[config.mk]
export PLATFORM = sky130hd
export DESIGN_NAME = danms_queue
export DESIGN_NICKNAME = d
export VERILOG_FILES = /design/src/danms_pkg.sv /design/src/danms_queue.sv
export SDC_FILE = /design/constraint.sdc
export NUM_CORES = 1
export LEC_CHECK = 0
export ABC_CLOCK_PERIOD_IN_PS = 7000
export BUFFER_PORTS_ARGS = -buffer_cell sky130_fd_sc_hd__buf_2
export CORE_MARGIN = 1.5
export CORE_UTILIZATION = 60
export CTS_CLUSTER_DIAMETER = 100
export DETAILED_ROUTE_END_ITERATION = 10
export GPL_TIMING_DRIVEN = 0
export PLACE_DENSITY = 0.9
export SYNTH_ARGS = -nofsm -noshare
export SYNTH_HDL_FRONTEND = slang
export SYNTH_SLANG_ARGS = --single-unit
[constraint.sdc]
create_clock -name clk -period 7 [get_ports clk]
set_clock_uncertainty 0.1 [all_clocks]
set_input_delay 0.35 -clock clk [delete_from_list [all_inputs] [get_ports clk]]
set_output_delay 0.35 -clock clk [all_outputs]
set_load 0.01 [all_outputs]
[src/danms_pkg.sv]
// ----------------------------------------------------------------------------
// danms_pkg: shared types and helpers for the detection decode / NMS block
// Holds the queue word, candidate record, configuration bundle and state enum.
// ----------------------------------------------------------------------------
package danms_pkg;

  localparam int CLASS_COUNT_DEF     = 80;
  localparam int CANDIDATE_SLOTS_DEF = 64;
  localparam int QUEUE_DEPTH         = 4;
  localparam int QUEUE_AW            = 2;

  // configuration register indexes
  localparam logic [2:0] CFG_ZP_OFFSET         = 3'd0;
  localparam logic [2:0] CFG_SCALE_Q24         = 3'd1;
  localparam logic [2:0] CFG_SCORE_THRESHOLD   = 3'd2;
  localparam logic [2:0] CFG_OVERLAP_THRESHOLD = 3'd3;
  localparam logic [2:0] CFG_IMAGE_WIDTH       = 3'd4;
  localparam logic [2:0] CFG_IMAGE_HEIGHT      = 3'd5;

  typedef struct packed {
    logic signed [7:0]  zp_offset;
    logic [23:0]        scale_q24;
    logic signed [7:0]  score_threshold;
    logic [8:0]         overlap_threshold;
    logic [11:0]        image_width;
    logic [11:0]        image_height;
  } cfg_t;

  // one finished box (or a bare end-of-frame mark) from front to back
  typedef struct packed {
    logic              has_box;
    logic              eof;
    logic signed [7:0] cx;
    logic signed [7:0] cy;
    logic signed [7:0] w;
    logic signed [7:0] h;
    logic signed [7:0] best;
    logic signed [7:0] cls;
  } job_t;

  typedef struct packed {
    logic signed [15:0] l;
    logic signed [15:0] t;
    logic signed [15:0] r;
    logic signed [15:0] b;
    logic signed [24:0] conf;
    logic signed [7:0]  cls;
    logic signed [7:0]  raw;
    logic signed [33:0] area;
  } cand_t;

  typedef struct packed {
    logic [6:0] count;
    logic       frame_busy;
  } back_status_t;

  typedef enum logic [4:0] {
    S_IDLE, S_CHECK, S_DEC, S_INS, S_INSC, S_FRAME,
    S_NI, S_NA, S_NJ, S_NB, S_N1, S_N2, S_N3, S_N4,
    S_LAST, S_EI, S_EO, S_CLEAR
  } back_state_t;

  function automatic logic signed [15:0] sat16(input logic signed [47:0] v);
    if (v > 48'sd32767) begin
      return 16'sh7fff;
    end else if (v < -48'sd32768) begin
      return 16'sh8000;
    end
    return v[15:0];
  endfunction

  // round(sd * (2*dc +/- dd) / 2^21), half up, saturated
  function automatic logic signed [15:0] corner(input logic signed [7:0] c,
                                                input logic signed [7:0] d,
                                                input logic signed [7:0] zp,
                                                input logic neg,
                                                input logic [35:0] sd);
    logic signed [8:0]  dc;
    logic signed [8:0]  dd;
    logic signed [10:0] term;
    logic signed [47:0] prod;
    dc   = 9'(c) - 9'(zp);
    dd   = 9'(d) - 9'(zp);
    term = neg ? ((11'(dc) <<< 1) - 11'(dd)) : ((11'(dc) <<< 1) + 11'(dd));
    prod = 48'(term) * 48'($signed({1'b0, sd}));
    return sat16((prod + 48'sd1048576) >>> 21);
  endfunction

endpackage

[src/danms_queue.sv]
// ----------------------------------------------------------------------------
// danms_queue: short FIFO between parser and frame engine
// Lets the parser keep streaming while the back end decodes and inserts.
// ----------------------------------------------------------------------------
module danms_queue (
  input  logic            clk,
  input  logic            rst,
  input  danms_pkg::job_t push_data,
  input  logic            push_valid,
  output logic            push_ready,
  output danms_pkg::job_t pop_data,
  output logic            pop_valid,
  input  logic            pop_ready
);
  localparam int AW = danms_pkg::QUEUE_AW;

  danms_pkg::job_t mem [danms_pkg::QUEUE_DEPTH];
  logic [AW-1:0]   wr_ptr;
  logic [AW-1:0]   rd_ptr;
  logic [AW:0]     fill;
  logic            do_push;
  logic            do_pop;

  assign push_ready = fill != (AW+1)'(danms_pkg::QUEUE_DEPTH);
  assign pop_valid  = fill != '0;
  assign pop_data   = mem[rd_ptr];
  assign do_push    = push_valid && push_ready;
  assign do_pop     = pop_valid && pop_ready;

  always_ff @(posedge clk) begin
    if (do_push) begin
      mem[wr_ptr] <= push_data;
    end
  end

  always_ff @(posedge clk) begin
    if (rst) begin
      wr_ptr <= '0;
      rd_ptr <= '0;
      fill   <= '0;
    end else begin
      if (do_push) begin
        wr_ptr <= wr_ptr + AW'(1);
      end
      if (do_pop) begin
        rd_ptr <= rd_ptr + AW'(1);
      end
      if (do_push && !do_pop) begin
        fill <= fill + (AW+1)'(1);
      end else if (do_pop && !do_push) begin
        fill <= fill - (AW+1)'(1);
      end
    end
  end

endmodule

==> run_results.csv <==
group,metric,value,unit
floorplan,die-width,117,um
cts,root_buffer,"clkbuf_16",
power_and_ir_drop,p_leak,3.38,nW
synth,synth_warnings,0,
status,status,"completed",
cells_and_area,syn_to_final_growth,26.0,%
timing,fin_crit_sh,0.372,
place,pre_cts_ws,4.56,ns
cells_and_area,num-nets-final,549,
worst_setup_path,worstPathMaxFanout,7,
power_and_ir_drop,p_sw,0.000893,W
cells_and_area,final_common_cell,"edfxtp_1",
cells_and_area,seqCellArea,0.00619,mm2
synth,synthCells,310,
power_and_ir_drop,p_seq_frac,0.440,
routing,dr.pass1.iters,4,
cts,post_cts.repair.setup_buffers,0,
routing,vias,3694,
hold_path,hold_path_class,"in2reg",
cts,cts_buffer_depth,3,
timing,slew_headroom,0.578,
floorplan,coreArea,0.0126,mm2
place,dp_hpwl,7.91,mm
cells_and_area,multi_input_area,0.00140,mm2
cts,clkSinkCount,209,
synth,syn-num-nets,370,
global_route,grtUsageTotal,0.210,
synth,synth-seq-cells,209,
routing,antenna_left,0,
power_and_ir_drop,combPwrFrac,0.240,
global_route,grt_overflow,0,
cells_and_area,drive_gt1_frac,0.408,
timing,setup_viol,0,
timing,finalCriticalPeriod,2.61,ns
cts,insertion_delay,0.48,ns
power_and_ir_drop,clkPwrFrac,0.319,
synth,ys_seq_area_frac,0.799,
global_route,grt_pass1_wl,21.1,mm
cells_and_area,diodes,0,
timing,report.final.slew_viol_count,0,
cts,h-tree-depth,1,
routing,avgViaCountPerCell,5.47,
cells_and_area,mostFrequentLayoutCells,"edfxtp_1 (200), buf_2 (109), mux4_2 (50)",
cts,path_clk_slew,0.06,ns
floorplan,initial_core_util,0.613,
power_and_ir_drop,netSwitchingFraction,0.252,
global_route,antenna_found_initial,0,
timing,max_freq,0.384,GHz
place,numPortBuffers,104,
cts,cts_buffers,21,
synth,avgSynthCellArea,25.0,um2
global_route,grt_pass1_vias,3889,
timing,worstMarginPinSlew,0.634,ns
floorplan,die_h,117,um
cells_and_area,final_cells,675,
worst_setup_path,cp-end-kind,"register",
timing,rsz0062_at_grt,"false",
flow_run,cap_violations,0,
power_and_ir_drop,p_per_area,364,mW/mm2
worst_setup_path,worstPathArrival,2.90,ns
place,placed_cells,590,
timing,holdWs,0.0129,ns
power_and_ir_drop,ir_drop,0.232,mV
floorplan,ios,106,
synth,ys_types,24,
routing,drc_errors,0,
cells_and_area,final_area,0.00975,mm2
power_and_ir_drop,p_int,0.00266,W
floorplan,rows,41,
worst_setup_path,worst-endpoint-required,7.29,ns
cts,tritoncts,"built",
routing,routedWlPerCell,20.3,um
global_route,grt_max_degree,30,
timing,final_hold_viol_count,0,
synth,netlist_area,0.00774,mm2
worst_setup_path,worstSetupStartpointType,"register",
routing,routed_wirelength,13.7,mm
place,placement.cell_area,0.00856,mm2
timing,fin_ws,4.39,ns
timing,tns,0,ns
floorplan,dieArea,0.0136,mm2
routing,drt_iter0_markers,338,
cells_and_area,n_fill_cell,691,
place,gp_congestion,0.700,
worst_setup_path,path_class,"reg2reg",
[stage by stage]
step                       util  total power, W
after floorplan               -         0.00214
after global placement    0.671         0.00239
after detailed placement  0.678         0.00243
after CTS                 0.772         0.00358
after global routing      0.772         0.00370
final                     0.772         0.00355
[sequential cells by signal (all words and copies together) (netlist names), named ones only]
signal  flops
rd_ptr      2
wr_ptr      2
mem       200
fill        3
[synthesized netlist by cell type]
master / number / area, um2
buf_12: 5 / 100
fa_1: 1 / 20.0
mux4_2: 50 / 1130
xor2_1: 4 / 35.0
o31ai_1: 1 / 7.51
a21oi_1: 1 / 5.00
o311ai_0: 1 / 8.76
and2_1: 4 / 25.0
nor2_1: 8 / 30.0
dfxtp_1: 9 / 180
inv_1: 3 / 11.3
o21ai_0: 1 / 5.00
clkbuf_1: 1 / 3.75
ha_1: 5 / 62.6
edfxtp_1: 200 / 6010
mux2i_1: 2 / 20.0
buf_1: 1 / 3.75
buf_6: 1 / 11.3
buf_2: 5 / 25.0
mux2_2: 1 / 11.3
a21boi_2: 1 / 11.3
nand2_1: 1 / 3.75
or3_1: 2 / 12.5
nand2b_1: 2 / 12.5
[final cells by class]
cell class | count | share of cell area
timing repair buffer | 156 | 0.111
tap | 172 | 0.0221
inverter | 3 | 0.00116
buffer | 13 | 0.0148
clock buffer | 23 | 0.0547
multi-input combinational | 85 | 0.144
clock inverter | 14 | 0.0180
sequential | 209 | 0.635
[routing by layer]
layer	vias to the layer above	GRT usage	routed length, um
li1	1668	-	-
met1	1889	0.286	5580
met2	109	0.359	7130
met3	28	0.0384	707
met4	0	0.0586	283
met5	-	0	0
[worst max-delay path, stage by stage, from the launching register on]
cell      delay (ns)
dfxtp_1         0.47
nor2_1          0.12
a21boi_2        0.35
ha_1            0.26
inv_1           0.06
fa_1            0.38
xor2_1          0.20
or3_1           0.37
a21oi_1         0.21
[worst paths after layout]
check / startpoint / endpoint / slack [ns] / cells past startpoint
setup / recovery: fill[0] / fill[2] / 4.39 / 8
hold / removal: push_data[10] / mem[2][10] / 0.01 / 1
setup reg to reg: fill[0] / fill[2] / 4.39 / 8
hold reg to reg: rd_ptr[1] / register / 0.44 / 2
[cells by family after synthesis]
kind of cell,Yosys count,synth area share
multiplexers,53,0.150
AO/OA/AOI/OAI,5,0.00485
XOR/XNOR,4,0.00453
buffers and inverters,16,0.0201
adder cells (fa/ha/maj),6,0.0107
flip-flops,209,0.799
AND/OR/NAND/NOR,17,0.0108
[power by group through the flow]
stage / Combinational, W / Clock, W / Sequential [W]
floorplan: 0.000565 / 0 / 0.00158
global placement: 0.000802 / 0 / 0.00158
detailed placement: 0.000838 / 0 / 0.00159
CTS: 0.000869 / 0.00115 / 0.00156
global route: 0.000921 / 0.00121 / 0.00157
finish: 0.000853 / 0.00113 / 0.00156
[timing repair]
item / in CTS / in global routing
hold buffers: 48 / 0
hold endpoints to repair: 192 / 0
resized for setup: 0 / 0
Note: power is estimated with default switching activity, not from simulation.
