<file path="src/danms_pkg.sv">
// ----------------------------------------------------------------------------
// danms_pkg: shared types and helpers for the detection decode / NMS block
// Holds the queue word, candidate record, configuration bundle and state enum.
// ----------------------------------------------------------------------------
package danms_pkg;

  localparam int CLASS_COUNT_DEF     = 80;
  localparam int CANDIDATE_SLOTS_DEF = 64;
  localparam int QUEUE_DEPTH         = 4;
  localparam int QUEUE_AW            = 2;

  // configuration register indexes
  localparam logic [2:0] CFG_ZP_OFFSET         = 3'd0;
  localparam logic [2:0] CFG_SCALE_Q24         = 3'd1;
  localparam logic [2:0] CFG_SCORE_THRESHOLD   = 3'd2;
  localparam logic [2:0] CFG_OVERLAP_THRESHOLD = 3'd3;
  localparam logic [2:0] CFG_IMAGE_WIDTH       = 3'd4;
  localparam logic [2:0] CFG_IMAGE_HEIGHT      = 3'd5;

  typedef struct packed {
    logic signed [7:0]  zp_offset;
    logic [23:0]        scale_q24;
    logic signed [7:0]  score_threshold;
    logic [8:0]         overlap_threshold;
    logic [11:0]        image_width;
    logic [11:0]        image_height;
  } cfg_t;

  // one finished box (or a bare end-of-frame mark) from front to back
  typedef struct packed {
    logic              has_box;
    logic              eof;
    logic signed [7:0] cx;
    logic signed [7:0] cy;
    logic signed [7:0] w;
    logic signed [7:0] h;
    logic signed [7:0] best;
    logic signed [7:0] cls;
  } job_t;

  typedef struct packed {
    logic signed [15:0] l;
    logic signed [15:0] t;
    logic signed [15:0] r;
    logic signed [15:0] b;
    logic signed [24:0] conf;
    logic signed [7:0]  cls;
    logic signed [7:0]  raw;
    logic signed [33:0] area;
  } cand_t;

  typedef struct packed {
    logic [6:0] count;
    logic       frame_busy;
  } back_status_t;

  typedef enum logic [4:0] {
    S_IDLE, S_CHECK, S_DEC, S_INS, S_INSC, S_FRAME,
    S_NI, S_NA, S_NJ, S_NB, S_N1, S_N2, S_N3, S_N4,
    S_LAST, S_EI, S_EO, S_CLEAR
  } back_state_t;

  function automatic logic signed [15:0] sat16(input logic signed [47:0] v);
    if (v > 48'sd32767) begin
      return 16'sh7fff;
    end else if (v < -48'sd32768) begin
      return 16'sh8000;
    end
    return v[15:0];
  endfunction

  // round(sd * (2*dc +/- dd) / 2^21), half up, saturated
  function automatic logic signed [15:0] corner(input logic signed [7:0] c,
                                                input logic signed [7:0] d,
                                                input logic signed [7:0] zp,
                                                input logic neg,
                                                input logic [35:0] sd);
    logic signed [8:0]  dc;
    logic signed [8:0]  dd;
    logic signed [10:0] term;
    logic signed [47:0] prod;
    dc   = 9'(c) - 9'(zp);
    dd   = 9'(d) - 9'(zp);
    term = neg ? ((11'(dc) <<< 1) - 11'(dd)) : ((11'(dc) <<< 1) + 11'(dd));
    prod = 48'(term) * 48'($signed({1'b0, sd}));
    return sat16((prod + 48'sd1048576) >>> 21);
  endfunction

endpackage

</file>
<file path="src/danms_if.sv">
// ----------------------------------------------------------------------------
// danms channel interfaces
// Element input, detection output and register write channels.
// ----------------------------------------------------------------------------
interface danms_in_if;
  logic              valid;
  logic              ready;
  logic signed [7:0] element;
  logic              end_of_frame;
  modport source (output valid, element, end_of_frame, input ready);
  modport sink   (input valid, element, end_of_frame, output ready);
endinterface


</file>
<file path="src/danms_front.sv">
// ----------------------------------------------------------------------------
// danms_front: element stream parser
// Collects box coordinates and the first maximum class score per box.
// ----------------------------------------------------------------------------
module danms_front #(
  parameter int CLASS_COUNT = danms_pkg::CLASS_COUNT_DEF
) (
  input  logic                  clk,
  input  logic                  rst,
  danms_in_if.sink              din,
  output danms_pkg::job_t       push_data,
  output logic                  push_valid,
  input  logic                  push_ready
);
  localparam int PW = $clog2(CLASS_COUNT + 4);

  logic [PW-1:0]     pos;
  logic signed [7:0] coord [4];
  logic signed [7:0] best;
  logic signed [7:0] cls;

  logic              accept;
  logic              is_coord;
  logic              better;
  logic              done;
  logic signed [7:0] best_next;
  logic signed [7:0] cls_next;

  assign din.ready = push_ready;
  assign accept    = din.valid && din.ready;
  assign is_coord  = pos < PW'(4);
  assign better    = !is_coord && (din.element > best);
  assign done      = pos >= PW'(CLASS_COUNT + 3);
  assign best_next = better ? din.element : best;
  assign cls_next  = better ? 8'(pos - PW'(4)) : cls;

  always_comb begin
    push_valid        = accept && (done || din.end_of_frame);
    push_data.has_box = done;
    push_data.eof     = din.end_of_frame;
    push_data.cx      = coord[0];
    push_data.cy      = coord[1];
    push_data.w       = coord[2];
    push_data.h       = coord[3];
    push_data.best    = best_next;
    push_data.cls     = cls_next;
  end

  always_ff @(posedge clk) begin
    if (rst) begin
      pos  <= '0;
      best <= -8'sd128;
      cls  <= -8'sd1;
    end else if (accept) begin
      if (is_coord) begin
        coord[pos[1:0]] <= din.element;
      end
      if (done || din.end_of_frame) begin
        // drop any partial box at end of frame
        pos  <= '0;
        best <= -8'sd128;
        cls  <= -8'sd1;
      end else begin
        pos  <= pos + PW'(1);
        best <= best_next;
        cls  <= cls_next;
      end
    end
  end

endmodule

</file>
<file path="src/flat_wrapper.sv">
// flat-port wrapper written by rule: the top's interface ports become plain ports
module danms_front_flat 
#(
  parameter int CLASS_COUNT = danms_pkg::CLASS_COUNT_DEF
)
  (clk, rst, push_data, push_valid, push_ready, din_valid, din_element, din_end_of_frame, din_ready);
  danms_in_if din_i ();
  input  logic clk;
  input  logic rst;
  output danms_pkg::job_t push_data;
  output logic push_valid;
  input  logic push_ready;
  input wire logic [$bits(din_i.valid)-1:0] din_valid;
  input wire logic [$bits(din_i.element)-1:0] din_element;
  input wire logic [$bits(din_i.end_of_frame)-1:0] din_end_of_frame;
  output wire logic [$bits(din_i.ready)-1:0] din_ready;
  assign din_i.valid = din_valid;
  assign din_i.element = din_element;
  assign din_i.end_of_frame = din_end_of_frame;
  assign din_ready = din_i.ready;
  danms_front #(.CLASS_COUNT(CLASS_COUNT)) u_core (.clk(clk), .rst(rst), .din(din_i), .push_data(push_data), .push_valid(push_valid), .push_ready(push_ready));
endmodule
</file>
<file path="config.mk">
export PLATFORM = sky130hd
export DESIGN_NAME = danms_front_flat
export DESIGN_NICKNAME = d
export VERILOG_FILES = /design/src/danms_pkg.sv /design/src/danms_if.sv /design/src/danms_front.sv /design/src/flat_wrapper.sv
export SDC_FILE = /design/constraint.sdc
export NUM_CORES = 1
export LEC_CHECK = 0
export ABC_AREA = 1
export BUFFER_PORTS_ARGS = -buffer_cell sky130_fd_sc_hd__buf_4
export CAP_MARGIN = 20
export CORE_AREA = 2 2 95 97
export CTS_BUF_LIST = sky130_fd_sc_hd__clkbuf_8
export CTS_CLUSTER_DIAMETER = 150
export DETAILED_ROUTE_END_ITERATION = 10
export DIE_AREA = 0 0 97 99
export GPL_TIMING_DRIVEN = 0
export PLACE_DENSITY = 0.61
export SYNTH_ARGS = -nofsm -noshare
export SYNTH_HDL_FRONTEND = slang
export SYNTH_SLANG_ARGS = --single-unit
</file>
<file path="constraint.sdc">
create_clock -name clk -period 2.35 [get_ports clk]
set_clock_uncertainty 0.2 [all_clocks]
set_input_delay 0.235 -clock clk [delete_from_list [all_inputs] [get_ports clk]]
set_output_delay 0.235 -clock clk [all_outputs]
set_load 0.02 [all_outputs]
</file>
==> flow_metrics.py, run 1 <==
metrics = {
    "clocking": {
        "cts_buffer_depth": 2,
        "clk_latency_ns": 0.32,
        "clockRootBuffer": "clkbuf_8",
        "numCtsBuffers": 5,
        "clk_pin_slew_ns": 0.11,
        "htreeDepth": 2,
        "cts_sinks": 55,
        "cts_tree": "built",
    },
    "pwr": {
        "ir_drop_uv": 251.7,
        "seqPwrFrac_pct": 52.5,
        "pwr-share-clk_pct": 33.1,
        "leakagePower_nw": 1.785,
        "power.switching_mw": 0.4978,
        "switching_share_pct": 25.05,
        "power_density_nw_per_um2": 470.4,
        "p_comb_share_pct": 14.4,
        "internal_power_mw": 1.489,
        "power_mw": 1.987,
    },
    "yosys": {
        "synth_area_leader_cell": "edfxtp_1",
        "ys_seq_elements": 55,
        "synthArstFlopShare_pct": 0,
        "synthCells": 277,
        "seq_area_frac_synth_pct": 49.93,
        "synth.most_common_cell": "inv_1",
        "synth_cell_type_count": 31,
        "synth_edf_count": 32,
        "synth_area_leaders": "edfxtp_1, dfxtp_1, ha_1",
        "synthFlopType": "edfxtp_1",
        "netlist_area_um2": 2846,
        "syn_area_per_cell_um2": 10.28,
        "ys_warn_count": 0,
        "synth_common_cells": "inv_1, nand2_1, edfxtp_1, dfxtp_1, nor2_1",
        "syn-num-nets": 304,
        "synth.top_cell.area_share_pct": 33.76,
    },
    "timing": {
        "worst-slew-pin-transition_ns": 0.6619,
        "fin_ws_ns": -0.2622,
        "finalHoldViolCount": 0,
        "finalSetupViolations": 16,
        "fin_crit_sh_pct": 111.2,
        "fmax_mhz": 382.8,
        "period_minus_slack_ns": 2.612,
        "setup-tns-final_ns": -3.720,
        "finalMaxSlewViolations": 0,
        "slew_headroom_pct": 55.87,
        "rsz0062_at_grt": "yes",
    },
    "global_routing": {
        "grt_max_degree": 19,
        "met1_usage_pct": 17.91,
        "met2_usage_pct": 23.50,
        "antenna_found_initial": 0,
        "track_usage_pct": 13.81,
        "use_met3_pct": 2.695,
        "grt_pass1_wl_mm": 10.70,
        "grt_pass1_vias": 2147,
        "overflow": 0,
        "grt-busiest-layer": "met2",
    },
    "critical_path": {
        "cp-start-kind": "flop",
        "critPathCaptureType": "output pin",
        "worstPathArrival_ns": 2.18,
        "critPathKind": "flop to output pin",
        "r2r_setup_slack_ns": 0.17,
        "path_max_fanout": 5,
        "max_stage_delay_ns": 0.35,
        "crit_path_frequent_cell": "inv_2",
        "critPathRequiredTime_ns": 1.91,
        "cp_cell_sequence": "inv_2 -> ha_4 -> a21o_1 -> nor2_2 -> nand3_2 -> nand2_4 -> nand3_4 -> buf_12 -> o21ai_4 -> inv_2 -> buf_6",
        "cp_slowest_cell": "dfxtp_2",
    },
    "finish": {
        "area_delta_synth_final_pct": 48.40,
        "diodes": 0,
        "design_area_um2": 4224,
        "drive_gt1_share_pct": 57.74,
        "nNetsFinal": 407,
    },
    "route": {
        "wl_per_cell_um": 13.57,
        "dr.pass1.iters": 4,
        "routed_wirelength_mm": 6.634,
        "drtIter0Drc": 102,
        "drc": 0,
        "via_per_inst": 4.444,
        "vias": 2173,
        "drtAntennaViolNets": 0,
    },
    "outcome": {
        "status": "finished, violations left",
        "violations": "setup timing",
    },
    "die": {
        "placementRows": 34,
        "start_util_pct": 33.29,
        "io_pins": 65,
        "die_w_um": 97,
        "die_y_um": 99,
        "die_area_um2": 9603,
        "core_um2": 8551,
    },
    "place": {
        "portBuffers": 63,
        "placed_cell_area_um2": 3455,
        "post-dp-hpwl_mm": 4.502,
        "pre_cts_ws_ns": -0.1290,
        "place.gp.congestion": 0.7883,
    },
    "hold_path": {
        "worstHoldPathType": "input pin to flop",
    },
    "flow_run": {
        "maxCapViolations": 0,
    },
}
layout by cell type, fill, tap and decap left out, drive strengths merged, types with 6 or more instances in the layout:
master / instances
nand3: 12
and2: 7
clkbuf: 8
o21ai: 19
dlygate4sd3: 8
a21oi: 19
ha: 14
xor2: 6
nand4: 12
edfxtp: 32
nor2: 21
dfxtp: 23
nand2: 49
inv: 49
buf: 96
worst max-delay path, delay by kind of cell (launching register included):
kind | cells | cell delay [ns]
simple gates | 4 | 0.53
buf+inv | 4 | 0.43
flops | 1 | 0.35
compound gates | 2 | 0.33
fa+ha+maj | 1 | 0.22
state kept, by name, indices dropped and copies added, names as in the netlist:
name          count
u_core.best       8
u_core.coord     32
u_core.cls        8
u_core.pos        7
metrics by stage:
stage	hold WS [ns]	cells	util (%)
after floorplan	0.1339	277	-
after global placement	0.2457	448	40.40
after detailed placement	0.2608	448	40.40
after CTS	0.1503	483	48.30
after global routing	0.1724	489	49.40
final	0.1660	489	49.40
cells by family after synthesis:
group | count (synthesis) | share of synthesized area, %
simple gates | 104 | 22.42
buf+inv | 59 | 9.671
flops | 55 | 49.93
compound gates | 39 | 9.978
fa+ha+maj | 14 | 6.154
xor+xnor | 6 | 1.846
path summary, 6_finish.rpt:
check | startpoint | end | cells after the start
min reg2reg | u_core.best[7] | u_core.best[7] | 2
max | u_core.best[7] | push_data[2] | 11
max reg2reg | u_core.best[7] | u_core.cls[2] | 11
min | din_end_of_frame | u_core.best[6] | 5
area by class of cell:
class	count	area, µm²
timing repair buffer	96	844.6
sequential	55	1431
tap	108	135.1
multi-input combinational	163	1408
buffer	11	98.84
fill	757	4327
clock buffer	5	68.82
clock inverter	3	47.55
inverter	48	190.2
power by group through the flow:
stage	clock, mW	sequential [mW]	combinational (mW)
finish	0.657	1.04	0.286
global route	0.712	1.05	0.310
CTS	0.667	1.04	0.269
detailed placement	0	1.06	0.202
global placement	0	1.06	0.198
floorplan	0	1.07	0.121
timing repair:
action / in CTS / in global routing
hold endpoints to repair: 32 / 0
gates cloned: 2 / 0
buffers inserted: 17 / 6
endpoints found under the setup margin: 30 / 52
pin swaps: 21 / 17
hold buffers: 8 / 0
resized for setup: 85 / 15
per-layer routing:
layer | vias up | wire length, µm
li1 | 1111 | -
met1 | 1005 | 3069
met2 | 51 | 3185
met3 | 6 | 298
met4 | 0 | 81
met5 | - | 0
Power figures use the tool's default switching activity.
==> inputs of run 2 (changes only) <==
--- a/config.mk
+++ b/config.mk
@@ -15,6 +15,7 @@
 export DIE_AREA = 0 0 97 99
 export GPL_TIMING_DRIVEN = 0
 export PLACE_DENSITY = 0.61
+export SETUP_SLACK_MARGIN = 0.5
 export SYNTH_ARGS = -nofsm -noshare
 export SYNTH_HDL_FRONTEND = slang
 export SYNTH_SLANG_ARGS = --single-unit
==> flow_metrics.py, run 2 (synthesis results as in run 1) <==
metrics = {
    "route": {
        "routed_wirelength_mm": 7.155,
        "wl_per_cell_um": 14.25,
        "drc": 0,
        "drtAntennaViolNets": 0,
        "via_per_inst": 4.586,
        "drtIter0Drc": 132,
        "vias": 2302,
        "dr.pass1.iters": 4,
    },
    "place": {
        "post-dp-hpwl_mm": 4.554,
        "place.gp.congestion": 0.7873,
        "portBuffers": 63,
        "placed_cell_area_um2": 3643,
        "dp.cells": 448,
    },
    "clocking": {
        "cts_tree": "built",
        "clk_pin_slew_ns": 0.11,
        "cts_sinks": 55,
        "cts_buffer_depth": 2,
        "htreeDepth": 2,
        "clockRootBuffer": "clkbuf_8",
        "clk_latency_ns": 0.33,
        "numCtsBuffers": 5,
    },
    "critical_path": {
        "path_delay_family": "buffers and inverters",
        "worstSetupPathDepth": 16,
        "worstPathArrival_ns": 2.21,
        "r2r_cells": 19,
        "critPathKind": "flop to output pin",
        "max_stage_delay_ns": 0.37,
        "path_max_fanout": 5,
        "critPathRequiredTime_ns": 1.91,
        "cp_slowest_cell": "dfxtp_2",
        "cp_cell_sequence": "inv_4 -> ha_4 -> nand2_2 -> inv_2 -> nand2_1 -> nand2_1 -> nand2_2 -> nand2_2 -> nand2_2 -> nand2_4 -> nand3_4 -> buf_12 -> buf_12 -> o21ai_4 -> inv_2 -> buf_6",
        "crit_path_frequent_cell": "nand2_2",
        "cp-start-kind": "flop",
        "path_buf_inv": 6,
        "critPathCaptureType": "output pin",
    },
    "pwr": {
        "leakagePower_nw": 1.870,
        "pwr-share-clk_pct": 29.6,
        "ir_drop_uv": 242.8,
        "power_density_nw_per_um2": 428.7,
        "power.switching_mw": 0.5277,
        "internal_power_mw": 1.399,
        "p_comb_share_pct": 16.4,
        "seqPwrFrac_pct": 54.0,
        "switching_share_pct": 27.39,
    },
    "timing": {
        "slew_headroom_pct": 50.57,
        "finalMaxSlewViolations": 0,
        "finalHoldViolCount": 0,
        "finalSetupViolations": 17,
        "rsz0062_at_grt": "yes",
        "fin_ws_ns": -0.2911,
        "period_minus_slack_ns": 2.641,
        "fmax_mhz": 378.6,
        "worst-slew-pin-transition_ns": 0.7415,
        "fin_crit_sh_pct": 112.4,
    },
    "finish": {
        "regArea_um2": 1443,
        "mostFrequentLayoutCells": "buf_4, edfxtp_1, buf_6",
        "design_area_um2": 4494,
        "final_cells": 502,
        "diodes": 0,
        "mostFrequentLayoutCell": "buf_4",
        "nNetsFinal": 420,
        "n_fill_cell": 729,
        "area_delta_synth_final_pct": 57.89,
        "drive_gt1_share_pct": 61.93,
        "multi_input_area_um2": 1511,
        "largest_reg_flops": 32,
    },
    "die": {
        "start_util_pct": 33.29,
        "die_area_um2": 9603,
        "core_um2": 8551,
        "placementRows": 34,
        "io_pins": 65,
        "die_y_um": 99,
        "die_w_um": 97,
    },
    "global_routing": {
        "grt_pass1_wl_mm": 11.56,
        "grt_pass1_vias": 2315,
        "track_usage_pct": 14.93,
        "antenna_found_initial": 0,
        "grt_max_degree": 20,
        "overflow": 0,
    },
    "flow_run": {
        "maxCapViolations": 0,
    },
    "hold_path": {
        "hold_depth": 5,
        "worstHoldPathType": "input pin to flop",
    },
    "outcome": {
        "status": "finished, violations left",
        "violations": "setup timing",
    },
}
## run 2: worst register-to-register path: stages, from the launching register on
cell and delay, ns:
dfxtp_2 0.37, inv_4 0.04, ha_4 0.26, nand2_2 0.05
inv_2 0.05, nand2_1 0.04, nand2_1 0.07, nand2_2 0.07
nand2_2 0.06, nand2_2 0.06, nand2_4 0.09, nand3_4 0.10
buf_12 0.15, buf_12 0.14, nand2_4 0.07, o21ai_4 0.06
buf_4 0.13, buf_6 0.10, buf_6 0.10, o21ai_2 0.08
## run 2: path summary, 6_finish.rpt
path	endpoint	slack, ns	startpoint
setup / recovery	push_data[15]	-0.29	u_core.best[3]
setup reg to reg	u_core.best[7]	-0.03	u_core.best[3]
hold / removal	u_core.best[3]	0.18	din_element[3]
hold reg to reg	u_core.cls[1]	0.28	u_core.cls[1]
## run 2: area by class of cell
type | instances | share of cell area [%]
sequential | 55 | 32.10
inverter | 48 | 4.343
buffer | 11 | 2.394
clock buffer | 5 | 1.531
timing repair buffer | 108 | 22.38
clock inverter | 3 | 0.6125
tap | 108 | 3.007
multi-input combinational | 164 | 33.63
## run 2: power groups by stage
stage          clock network [mW]  logic (mW)  registers [mW]
6_report                    0.570       0.316            1.04
5_1_grt                     0.624       0.339            1.04
4_1_cts                     0.585       0.297            1.04
3_5_place_dp                    0       0.225            1.06
3_3_place_gp                    0       0.222            1.06
2_1_floorplan                   0       0.142            1.07
## run 2: metrics by stage
step | setup TNS, ns | hold WS, ns | util [%] | power [mW] | setup slack, ns
global route | -6.296 | 0.2116 | 52.56 | 2.005 | -0.4131
global placement | -0.03937 | 0.2459 | 42.61 | 1.286 | -0.01631
detailed placement | -0.2374 | 0.2543 | 42.61 | 1.290 | -0.04510
finish | -4.392 | 0.1807 | 52.56 | 1.927 | -0.2911
floorplan | 0 | 0.1339 | - | 1.211 | 0.2737
CTS | -3.903 | 0.1454 | 50.98 | 1.922 | -0.2934
## run 2: timing repair
| item | 4_1_cts | 5_1_grt |
|---|---|---|
| buffers inserted | 28 | 7 |
| gates cloned | 3 | 0 |
| setup endpoints to repair | 73 | 72 |
| resized for setup | 66 | 20 |
| endpoints found under the hold margin | 32 | 0 |
| hold buffers | 8 | 0 |
| pin swaps | 25 | 14 |
## run 2: routing by layer
layer	routed length [µm]	part of all wire, %	vias to the layer above	GRT usage, %
met5	0	0	-	0
met3	379	5.3	8	3.191
li1	-	-	1138	-
met4	106	1.5	0	3.900
met1	3111	43	1090	18.57
met2	3558	50	66	26.39
==> inputs of run 3 (changes only) <==
--- a/config.mk
+++ b/config.mk
@@ -7,14 +7,13 @@
 export LEC_CHECK = 0
 export ABC_AREA = 1
 export BUFFER_PORTS_ARGS = -buffer_cell sky130_fd_sc_hd__buf_4
-export CAP_MARGIN = 20
-export CORE_AREA = 2 2 95 97
+export CORE_AREA = 2 2 83 85
 export CTS_BUF_LIST = sky130_fd_sc_hd__clkbuf_8
 export CTS_CLUSTER_DIAMETER = 150
 export DETAILED_ROUTE_END_ITERATION = 10
-export DIE_AREA = 0 0 97 99
+export DIE_AREA = 0 0 85 87
 export GPL_TIMING_DRIVEN = 0
-export PLACE_DENSITY = 0.61
+export PLACE_DENSITY = 0.74
 export SETUP_SLACK_MARGIN = 0.5
 export SYNTH_ARGS = -nofsm -noshare
 export SYNTH_HDL_FRONTEND = slang
==> flow_metrics.py, run 3 (synthesis results as in run 1) <==
metrics = {
    "outcome": {
        "status": "finished, violations left",
        "violations": "setup timing",
    },
    "timing": {
        "slew_headroom_pct": 48.95,
        "fin_crit_sh_pct": 118.6,
        "finalSetupViolations": 20,
        "fin_ws_ns": -0.4376,
        "finalHoldViolCount": 0,
        "fmax_mhz": 358.7,
        "rsz0062_at_grt": "yes",
        "period_minus_slack_ns": 2.788,
        "worst_hold_slack_ns": 0.1618,
        "worst-slew-pin-transition_ns": 0.7658,
        "finalMaxSlewViolations": 0,
    },
    "clocking": {
        "clockRootBuffer": "clkbuf_8",
        "cts_sinks": 55,
        "cts_buffer_depth": 2,
        "numCtsBuffers": 5,
        "htreeDepth": 2,
        "clk_pin_slew_ns": 0.12,
        "cts_tree": "built",
        "clk_latency_ns": 0.33,
    },
    "place": {
        "place.gp.congestion": 0.8096,
        "portBuffers": 63,
        "post-dp-hpwl_mm": 4.511,
        "placed_cell_area_um2": 3608,
    },
    "critical_path": {
        "cp-start-kind": "flop",
        "cp_cell_sequence": "inv_2 -> ha_4 -> nand2_2 -> inv_2 -> nand2_2 -> nand2_2 -> nand2_2 -> nand2_2 -> nand2_2 -> nand2_4 -> nand3_4 -> buf_12 -> buf_12 -> nand2_4 -> and2_4 -> buf_6",
        "path_buf_inv": 5,
        "worstPathArrival_ns": 2.35,
        "critPathCaptureType": "output pin",
        "critPathRequiredTime_ns": 1.91,
        "path_max_fanout": 5,
        "r2r_setup_slack_ns": -0.12,
        "crit_path_frequent_cell": "nand2_2",
        "critPathKind": "flop to output pin",
        "cp_slowest_cell": "dfxtp_2",
        "path_delay_family": "simple AND/OR/NAND/NOR gates",
        "max_stage_delay_ns": 0.37,
    },
    "finish": {
        "nNetsFinal": 428,
        "mostFrequentLayoutCell": "buf_4",
        "diodes": 0,
        "mostFrequentLayoutCells": "buf_4, edfxtp_1, buf_6",
        "design_area_um2": 4576,
        "n_fill_cell": 427,
        "drive_gt1_share_pct": 63.93,
        "area_delta_synth_final_pct": 60.75,
        "largest_reg_flops": 32,
    },
    "global_routing": {
        "overflow": 0,
        "grt_pass1_vias": 2530,
        "track_usage_pct": 21.33,
        "antenna_found_initial": 0,
        "grt_max_degree": 20,
        "grt_pass1_wl_mm": 12.30,
    },
    "route": {
        "via_per_inst": 5.112,
        "routed_wirelength_mm": 8.737,
        "drtAntennaViolNets": 0,
        "drtIter0Drc": 153,
        "drc": 0,
        "vias": 2464,
        "wl_per_cell_um": 18.13,
        "dr.pass1.iters": 4,
    },
    "pwr": {
        "power_density_nw_per_um2": 427.4,
        "ir_drop_uv": 288.0,
        "leakagePower_nw": 1.934,
        "power_mw": 1.956,
    },
    "die": {
        "die_w_um": 85,
        "die_area_um2": 7395,
        "core_um2": 6569,
        "placementRows": 30,
        "io_pins": 65,
        "start_util_pct": 43.33,
        "die_y_um": 87,
    },
    "flow_run": {
        "maxCapViolations": 0,
    },
    "hold_path": {
        "worstHoldPathType": "input pin to flop",
    },
}
run 3: worst reg2reg max path, cell delays in order (launching register included):
cell     delay (ns)
dfxtp_2        0.37
inv_2          0.06
ha_4           0.27
nand2_2        0.05
inv_2          0.07
nand2_2        0.05
nand2_2        0.06
nand2_2        0.07
nand2_2        0.09
nand2_2        0.09
nand2_4        0.10
nand3_4        0.10
buf_12         0.16
buf_12         0.14
nand2_4        0.06
buf_6          0.09
buf_6          0.08
buf_6          0.08
nand3_2        0.06
a21oi_2        0.12
run 3: power breakdown:
part	leakage [nW]	switching, mW	internal (mW)
clock network	0.0452	0.356	0.219
logic	1.41	0.192	0.149
registers	0.482	0.00947	1.03
total	1.93	0.558	1.40
run 3: worst paths after layout:
| check | cells past startpoint | startpoint | endpoint |
|---|---|---|---|
| hold / removal | 4 | din_element[7] | u_core.best[7] |
| setup / recovery | 16 | u_core.best[3] | push_data[14] |
| setup reg to reg | 19 | u_core.best[3] | u_core.best[4] |
| hold reg to reg | 2 | u_core.cls[6] | u_core.cls[6] |
run 3: metrics by stage:
step / TNS (ns) / std cells / util [%] / setup slack [ns]
after floorplan: 0 / 277 / - / 0.2737
after global placement: 0 / 420 / 54.93 / 0.0001934
after detailed placement: -0.06417 / 420 / 54.93 / -0.01707
after CTS: -3.664 / 472 / 66.93 / -0.2587
after global routing: -7.775 / 482 / 69.66 / -0.4867
final: -6.639 / 482 / 69.66 / -0.4376
run 3: final cells by class:
type                       instances  area [µm²]  area share (%)
clock buffer                       5       68.82           1.504
buffer                            11       112.6           2.461
clock inverter                     3       25.02          0.5469
multi-input combinational        164        1529           33.42
sequential                        55        1444           31.56
inverter                          48       197.7           4.320
timing repair buffer             116        1099           24.01
tap                               80       100.1           2.188
run 3: metal layers:
| layer | track usage (%) | routed length, µm |
|---|---|---|
| met5 | 0 | 0 |
| met4 | 9.812 | 340 |
| met3 | 3.602 | 488 |
| met2 | 37.93 | 4443 |
| met1 | 25.15 | 3465 |
run 3: repair_timing:
action                     in CTS  in global routing
pin swaps                      29                 13
setup endpoints to repair      73                 65
hold buffers                    8                  0
resized for setup              71                 26
hold endpoints to repair       32                  0
buffers inserted               33                 10
gates cloned                    3                  0
